$ cat src/rtl/ofa_pkg.sv
// Shared constants, command codes and control/status types of the fuse array.
package ofa_pkg;

	// Default array geometry
	localparam int DEF_FUSE_BLOCKS     = 3;
	localparam int DEF_BLOCK_BITS      = 2048;
	localparam int DEF_PROTECTED_SLOTS = 4;

	// Row geometry and header test-bit nibble
	localparam int ROW_BITS   = 32;
	localparam int COL_W      = 5;
	localparam int TB_SHIFT   = 28;
	localparam logic [3:0] TB_PATTERN = 4'hA;
	localparam logic [3:0] TB_BLANK   = 4'h0;

	// Field widths
	localparam int IDX_W       = 13;
	localparam int CMD_W       = 2;
	localparam int PASS_W      = 3;
	localparam int PROT_CNT_W  = 3;
	localparam int CFG_IDX_W   = 3;
	localparam int CFG_DATA_W  = 13;
	localparam int IN_TDATA_W  = 16;
	localparam int OUT_TDATA_W = 8;

	// Command codes
	localparam logic [CMD_W-1:0] CMD_READ  = 2'd0;
	localparam logic [CMD_W-1:0] CMD_PROG  = 2'd1;
	localparam logic [CMD_W-1:0] CMD_CHECK = 2'd2;

	// Configuration register indexes
	localparam logic [CFG_IDX_W-1:0] CFG_AUTO_INIT  = 3'd0;
	localparam logic [CFG_IDX_W-1:0] CFG_PROT_COUNT = 3'd1;
	localparam logic [CFG_IDX_W-1:0] CFG_PROT_A     = 3'd2;

	// Controller to datapath commands
	typedef struct packed {
		logic clr;       // clearing sweep writes one blank row
		logic load;      // input beat taken
		logic lookup;    // read addressed row, evaluate protection
		logic apply;     // read bit or program bit
		logic chk_read;  // read current block header row
		logic chk_eval;  // evaluate and maybe initialise header nibble
		logic out_load;  // move result into output register
	} ofa_cmd_t;

	// Datapath to controller status
	typedef struct packed {
		logic clr_last;  // clearing sweep at final row
		logic chk_last;  // check at final block
	} ofa_sts_t;

endpackage

$ cat src/rtl/ofa_ctrl.sv
// Controller: sequences clearing sweep, command steps and the output register.
module ofa_ctrl (
	input  logic                      clk,
	input  logic                      arst_n,
	input  logic                      s_tvalid,
	output logic                      s_tready,
	input  logic [ofa_pkg::CMD_W-1:0] s_code,
	output logic                      m_tvalid,
	input  logic                      m_tready,
	output ofa_pkg::ofa_cmd_t         cmd,
	input  ofa_pkg::ofa_sts_t         sts
);

	typedef enum logic [2:0] {
		ST_CLEAR,
		ST_IDLE,
		ST_LOOKUP,
		ST_APPLY,
		ST_CHK_RD,
		ST_CHK_EVAL,
		ST_DONE
	} state_t;

	state_t state_q;
	logic   m_tvalid_q;
	logic   out_free;

	assign out_free = !m_tvalid_q || m_tready;
	assign s_tready = (state_q == ST_IDLE);
	assign m_tvalid = m_tvalid_q;

	// Commands decoded from state
	always_comb begin
		cmd          = '0;
		cmd.clr      = (state_q == ST_CLEAR);
		cmd.load     = (state_q == ST_IDLE) && s_tvalid;
		cmd.lookup   = (state_q == ST_LOOKUP);
		cmd.apply    = (state_q == ST_APPLY);
		cmd.chk_read = (state_q == ST_CHK_RD);
		cmd.chk_eval = (state_q == ST_CHK_EVAL);
		cmd.out_load = (state_q == ST_DONE) && out_free;
	end

	// State and output valid
	always_ff @(posedge clk or negedge arst_n) begin
		if (!arst_n) begin
			state_q    <= ST_CLEAR;
			m_tvalid_q <= 1'b0;
		end else begin
			if (m_tvalid_q && m_tready) begin
				m_tvalid_q <= 1'b0;
			end
			unique case (state_q)
				ST_CLEAR: begin
					if (sts.clr_last) begin
						state_q <= ST_IDLE;
					end
				end
				ST_IDLE: begin
					if (s_tvalid) begin
						priority if (s_code == ofa_pkg::CMD_READ ||
						             s_code == ofa_pkg::CMD_PROG) begin
							state_q <= ST_LOOKUP;
						end else if (s_code == ofa_pkg::CMD_CHECK) begin
							state_q <= ST_CHK_RD;
						end else begin
							state_q <= ST_DONE;
						end
					end
				end
				ST_LOOKUP: begin
					state_q <= ST_APPLY;
				end
				ST_APPLY: begin
					state_q <= ST_DONE;
				end
				ST_CHK_RD: begin
					state_q <= ST_CHK_EVAL;
				end
				ST_CHK_EVAL: begin
					state_q <= sts.chk_last ? ST_DONE : ST_CHK_RD;
				end
				ST_DONE: begin
					if (out_free) begin
						m_tvalid_q <= 1'b1;
						state_q    <= ST_IDLE;
					end
				end
				default: begin
					state_q <= ST_IDLE;
				end
			endcase
		end
	end

endmodule

$ cat config.mk
export PLATFORM = sky130hd
export DESIGN_NAME = ofa_ctrl
export DESIGN_NICKNAME = d
export VERILOG_FILES = /design/src/rtl/ofa_pkg.sv /design/src/rtl/ofa_ctrl.sv
export SDC_FILE = /design/constraint.sdc
export NUM_CORES = 1
export LEC_CHECK = 0
export ABC_AREA = 0
export BUFFER_PORTS_ARGS = -buffer_cell sky130_fd_sc_hd__buf_4
export CORE_AREA = 2 2 39 41
export CTS_CLUSTER_DIAMETER = 60
export CTS_CLUSTER_SIZE = 25
export DETAILED_ROUTE_END_ITERATION = 16
export DIE_AREA = 0 0 41 43
export SYNTH_ARGS = -nofsm -noshare
export SYNTH_HDL_FRONTEND = slang
export SYNTH_SLANG_ARGS = --single-unit
$ cat constraint.sdc
create_clock -name clk -period 1.9 [get_ports clk]
set_clock_uncertainty 0.15 [all_clocks]
set_input_delay 0.285 -clock clk [delete_from_list [all_inputs] [get_ports clk]]
set_output_delay 0.285 -clock clk [all_outputs]
set_load 0.005 [all_outputs]
==> impl_metrics.env, run 1 <==
export IMPL_cts_made_buffers=3
export IMPL_rsz0062_at_grt="no"
export IMPL_synth_cell_type_count=25
export IMPL_ys_ff_latch=4
export IMPL_cts_setup_buffers=0
export IMPL_worst_ep_required_time_ps=1460
export IMPL_wl_um=744
export IMPL_routed_via_density=4.67
export IMPL_r2r_start="state_q[1]"
export IMPL_cts_sinks=4
export IMPL_detail_route_iter0_violations=5
export IMPL_via_count=327
export IMPL_timing_final_crit_share_pct=91.8
export IMPL_synth_xor_area_share_pct=0
export IMPL_outcome="finished clean"
export IMPL_final_cell_mix="buf_4 (16), inv_1 (5), dfrtp_1 (4)"
export IMPL_whs_path_depth=2
export IMPL_rrSetupSlack_ps=300
export IMPL_final_nets=66
export IMPL_synth_fp_nets=46
export IMPL_ys_seq_area_share_pct=29.3
export IMPL_fp_dieW_um=41
export IMPL_finalNonFillerCells=70
export IMPL_syn_inst=36
export IMPL_worstSkewPairLatency_ps=230
export IMPL_core_mm2=0.00138
export IMPL_drt_first_pass_iters=3
export IMPL_cp_max_fo=12
export IMPL_max_slew_margin_rel_pct=74.6
export IMPL_criticalPathCategory="register to primary output"
export IMPL_whs_endpoint="m_tvalid"
export IMPL_grt_pass1_vias=309
export IMPL_hold_path_startpoint="m_tready"
export IMPL_die_area_mm2=0.00176
export IMPL_rows=14
export IMPL_n_antenna_cell=0
export IMPL_muxShareOfSynthArea_pct=2.93
export IMPL_dp_cells=66
export IMPL_final_max_slew_violation_count=0
export IMPL_synthAdderAreaFrac_pct=7.33
export IMPL_ff2ff_path_depth=5
export IMPL_avgRoutedWirePerCell_um=10.6
export IMPL_grt_first_pass_wirelength_mm=1.20
export IMPL_tightest_slew_ps=381
export IMPL_p_per_area_mw_per_mm2=1270
export IMPL_fin_crit_ps=1740
export IMPL_die_h_um=43
export IMPL_ioPinCount=17
export IMPL_drc=0
export IMPL_end_kind="primary output"
export IMPL_synth_top_family_by_area="simple AND/OR/NAND/NOR gates"
export IMPL_drive_gt1_share_pct=50.0
export IMPL_n_fill_cell=157
export IMPL_initial_core_util_pct=24.7
export IMPL_tns_ps=0
export IMPL_htreeDepth=1
export IMPL_ant_nets=0
export IMPL_place_gp_congestion=0.745
export IMPL_arrival_ps=1310
export IMPL_synth_compound_area_share_pct=18.7
export IMPL_hold_path_class="primary input to register"
export IMPL_setup_violations=0
export IMPL_multi_input_area_um2=210
export IMPL_fmax_ghz=0.573
export IMPL_hpwl_um=555
export IMPL_crit_path_start_kind="register"
export IMPL_grt_ovfl_total=0
export IMPL_synthSimpleGateAreaFrac_pct=32.6
export IMPL_hold_viol=0
export IMPL_path_clk_slew_ps=40
export IMPL_yosysTopAreaCell="dfrtp_1"
export IMPL_grt_max_degree=13
export IMPL_post_cts_resized=0
export IMPL_antenna_found_initial=0
export IMPL_whs_ps=119
export IMPL_cts_tree="yes"
export IMPL_synth_area_leaders="dfrtp_1 (29%), ha_1 (7.3%), inv_1 (5.5%)"
export IMPL_syn2layout_area_growth_pct=46.9
export IMPL_grt_usage_pct=10.2
export IMPL_netlist_area_um2=342
export IMPL_maxCapViolCount=0
export IMPL_register_area_um2=100
export IMPL_cts_hold_buf=1
export IMPL_root_buffer="clkbuf_4"
export IMPL_ir_drop_v=0.000328
export IMPL_leakage_nw=0.251
export IMPL_final_common_cell="buf_4"
export IMPL_yosysTopAreaCellShare_pct=29.3
export IMPL_ys_warn_count=0
export IMPL_port_buffers=16
export IMPL_clk_path_buf_depth=2
export IMPL_r2r_end="state_q[0]"
export IMPL_avgSynthCellArea_um2=9.49
per-stage QoR:
step,cell area [µm²],setup slack (ps),utilization (%),power (W)
after floorplan,342,355,-,0.000409
after global placement,469,337,33.9,0.000533
after detailed placement,469,300,33.9,0.000536
after CTS,502,145,36.3,0.000648
after global routing,502,73.1,36.3,0.000696
final,502,155,36.3,0.000635
cell usage after synthesis:
cell type  n
inv_1      5
dfrtp_1    4
ha_1       2
nor3b_1    2
or2_2      2
or3_1      2
a21oi_1    1
a21oi_2    1
a221oi_1   1
a31oi_1    1
and2_2     1
and3_2     1
and3b_2    1
buf_2      1
buf_4      1
mux2i_1    1
nand2b_1   1
nand3b_1   1
nand4b_1   1
nor3_1     1
nor3b_4    1
o21ai_0    1
o21ba_1    1
o31ai_1    1
o31ai_2    1
layout make-up:
type | count | share of cell area [%]
multi-input combinational | 25 | 41.9
timing repair buffer | 17 | 25.9
sequential | 4 | 20.0
clock buffer | 3 | 4.49
tap | 16 | 3.99
inverter | 5 | 3.74
worst max path at each step:
stage	start	end
after floorplan	state_q[1]	state_q[0]
final	state_q[1]	cmd[5]
after global routing	state_q[1]	cmd[5]
after detailed placement	state_q[1]	state_q[1]
after global placement	state_q[1]	state_q[1]
after CTS	state_q[1]	cmd[5]
sequential cells by signal, summed over array words and instances (netlist names):
signal,cells
m_tvalid,1
state_q,3
where the power goes:
part           internal, W  switching, W
clock            0.0000705     0.0000325
sequential        0.000114     0.0000742
combinational     0.000210      0.000134
kinds of logic after synthesis:
group           count (synthesis)
simple gates                   14
buf+inv                         7
mux                             1
compound gates                  8
fa+ha+maj                       2
flops                           4
critical path: stages, from the launching register on:
cell,delay [ps]
dfrtp_1,500
nor3b_4,300
and2_2,170
buf_4,100
metal layers:
layer | GRT usage, % | part of all wire (%) | vias to the layer above
li1 | - | - | 165
met2 | 15.6 | 53 | 12
met3 | 3.14 | 6.3 | 0
met5 | 0 | 0 | -
met4 | 6.00 | 0 | 0
met1 | 11.8 | 40 | 150
(Power assumes the default switching activity.)
==> run 2, diff against run 1 <==
RECOVER_POWER = 25   (was not set)
==> impl_metrics.env, run 2 (same netlist as run 1, synthesis figures left out) <==
export IMPL_leakage_nw=0.247
export IMPL_tightest_slew_ps=378
export IMPL_fin_crit_ps=1740
export IMPL_grt_usage_pct=10.2
export IMPL_p_per_area_mw_per_mm2=1270
export IMPL_clk_path_buf_depth=2
export IMPL_syn2layout_area_growth_pct=45.8
export IMPL_final_cell_mix="buf_4 (15), inv_1 (5), dfrtp_1 (4)"
export IMPL_top_register="state_q"
export IMPL_rows=14
export IMPL_fmax_ghz=0.574
export IMPL_core_mm2=0.00138
export IMPL_post_place_ws_ps=300
export IMPL_initial_core_util_pct=24.7
export IMPL_drt_first_pass_iters=3
export IMPL_htreeDepth=1
export IMPL_arrival_ps=1310
export IMPL_cts_made_buffers=3
export IMPL_ioPinCount=17
export IMPL_drive_gt1_share_pct=48.1
export IMPL_root_buffer="clkbuf_4"
export IMPL_register_area_um2=100
export IMPL_cts_tree="yes"
export IMPL_hpwl_um=555
export IMPL_cts_setup_buffers=0
export IMPL_crit_path_start_kind="register"
export IMPL_end_kind="primary output"
export IMPL_place_gp_congestion=0.745
export IMPL_cp_max_fo=12
export IMPL_routed_via_density=4.70
export IMPL_port_buffers=16
export IMPL_n_antenna_cell=0
export IMPL_hold_viol=0
export IMPL_timing_final_crit_share_pct=91.8
export IMPL_max_slew_margin_rel_pct=74.8
export IMPL_fp_dieW_um=41
export IMPL_rsz0062_at_grt="no"
export IMPL_grt_pass1_vias=309
export IMPL_drc=0
export IMPL_die_h_um=43
export IMPL_wl_um=745
export IMPL_n_fill_cell=157
export IMPL_grt_ovfl_total=0
export IMPL_hold_path_class="primary input to register"
export IMPL_via_count=329
export IMPL_setup_violations=0
export IMPL_die_area_mm2=0.00176
export IMPL_antenna_found_initial=0
export IMPL_worst_ep_required_time_ps=1460
export IMPL_cts_sinks=4
export IMPL_criticalPathCategory="register to primary output"
export IMPL_multi_input_area_um2=210
export IMPL_maxCapViolCount=0
export IMPL_avgRoutedWirePerCell_um=10.6
export IMPL_grt_first_pass_wirelength_mm=1.20
export IMPL_grt_max_degree=13
export IMPL_largest_register_ff_count=3
export IMPL_ir_drop_v=0.000328
export IMPL_final_common_cell="buf_4"
export IMPL_post_cts_resized=0
export IMPL_ant_nets=0
export IMPL_cts_hold_buf=1
export IMPL_path_clk_slew_ps=40
export IMPL_whs_path_depth=2
export IMPL_outcome="finished clean"
export IMPL_final_nets=66
export IMPL_ff2ff_path_depth=5
export IMPL_setup_ws_ps=157
export IMPL_final_max_slew_violation_count=0
export IMPL_detail_route_iter0_violations=7
export IMPL_worstSkewPairLatency_ps=230
export IMPL_tns_ps=0
==> run 2: changes by cell type in the layout (fill, tap and decap cells not counted) <==
cell / delta
buf_4: -1
clkbuf_1: +1
==> run 2: layer usage <==
layer | wire, µm | vias up | GRT usage [%]
met1 | 308 | 151 | 11.8
met2 | 389 | 12 | 15.6
met5 | 0 | - | 0
met3 | 47 | 0 | 3.14
li1 | - | 166 | -
met4 | 0 | 0 | 6.00
==> run 2: area by class of cell <==
cell class	count	share of cell area [%]
inverters	5	3.77
repair buffers	17	25.4
multi-input cells	25	42.2
flip-flops and latches	4	20.1
well taps	16	4.02
clock buffers	3	4.52
==> run 2: critical path, cell delays in order, from the launching register on <==
cell	delay, ps
dfrtp_1	500
nor3b_4	300
and2_2	170
buf_4	100
==> run 2: worst paths after layout <==
| path | slack [ps] | end | from |
|---|---|---|---|
| setup / recovery | 160 | cmd[5] | state_q[1] |
| setup reg to reg | 300 | state_q[0] | state_q[1] |
| hold / removal | 120 | m_tvalid | m_tready |
| min in group asynchronous | 270 | m_tvalid | arst_n |
| hold reg to reg | 440 | m_tvalid | m_tvalid |
| max in group asynchronous | 1150 | state_q[0] | arst_n |
==> run 2: per-stage QoR <==
step | cells | util (%) | hold slack [ps] | instance area [µm²] | total power (W)
finish | 70 | 36.0 | 120 | 498 | 0.000635
global route | 70 | 36.0 | 145 | 498 | 0.000695
CTS | 70 | 36.3 | 119 | 502 | 0.000648
detailed placement | 66 | 33.9 | -67.4 | 469 | 0.000536
global placement | 66 | 33.9 | -66.6 | 469 | 0.000533
floorplan | 36 | - | -161 | 342 | 0.000409
==> run 2: power by group <==
part	total [W]	internal, W	leakage (nW)	switching (W)
registers	0.000188	0.000114	0.0522	0.0000740
logic	0.000344	0.000209	0.181	0.000135
clock network	0.000103	0.0000705	0.0138	0.0000327
total	0.000635	0.000393	0.247	0.000242
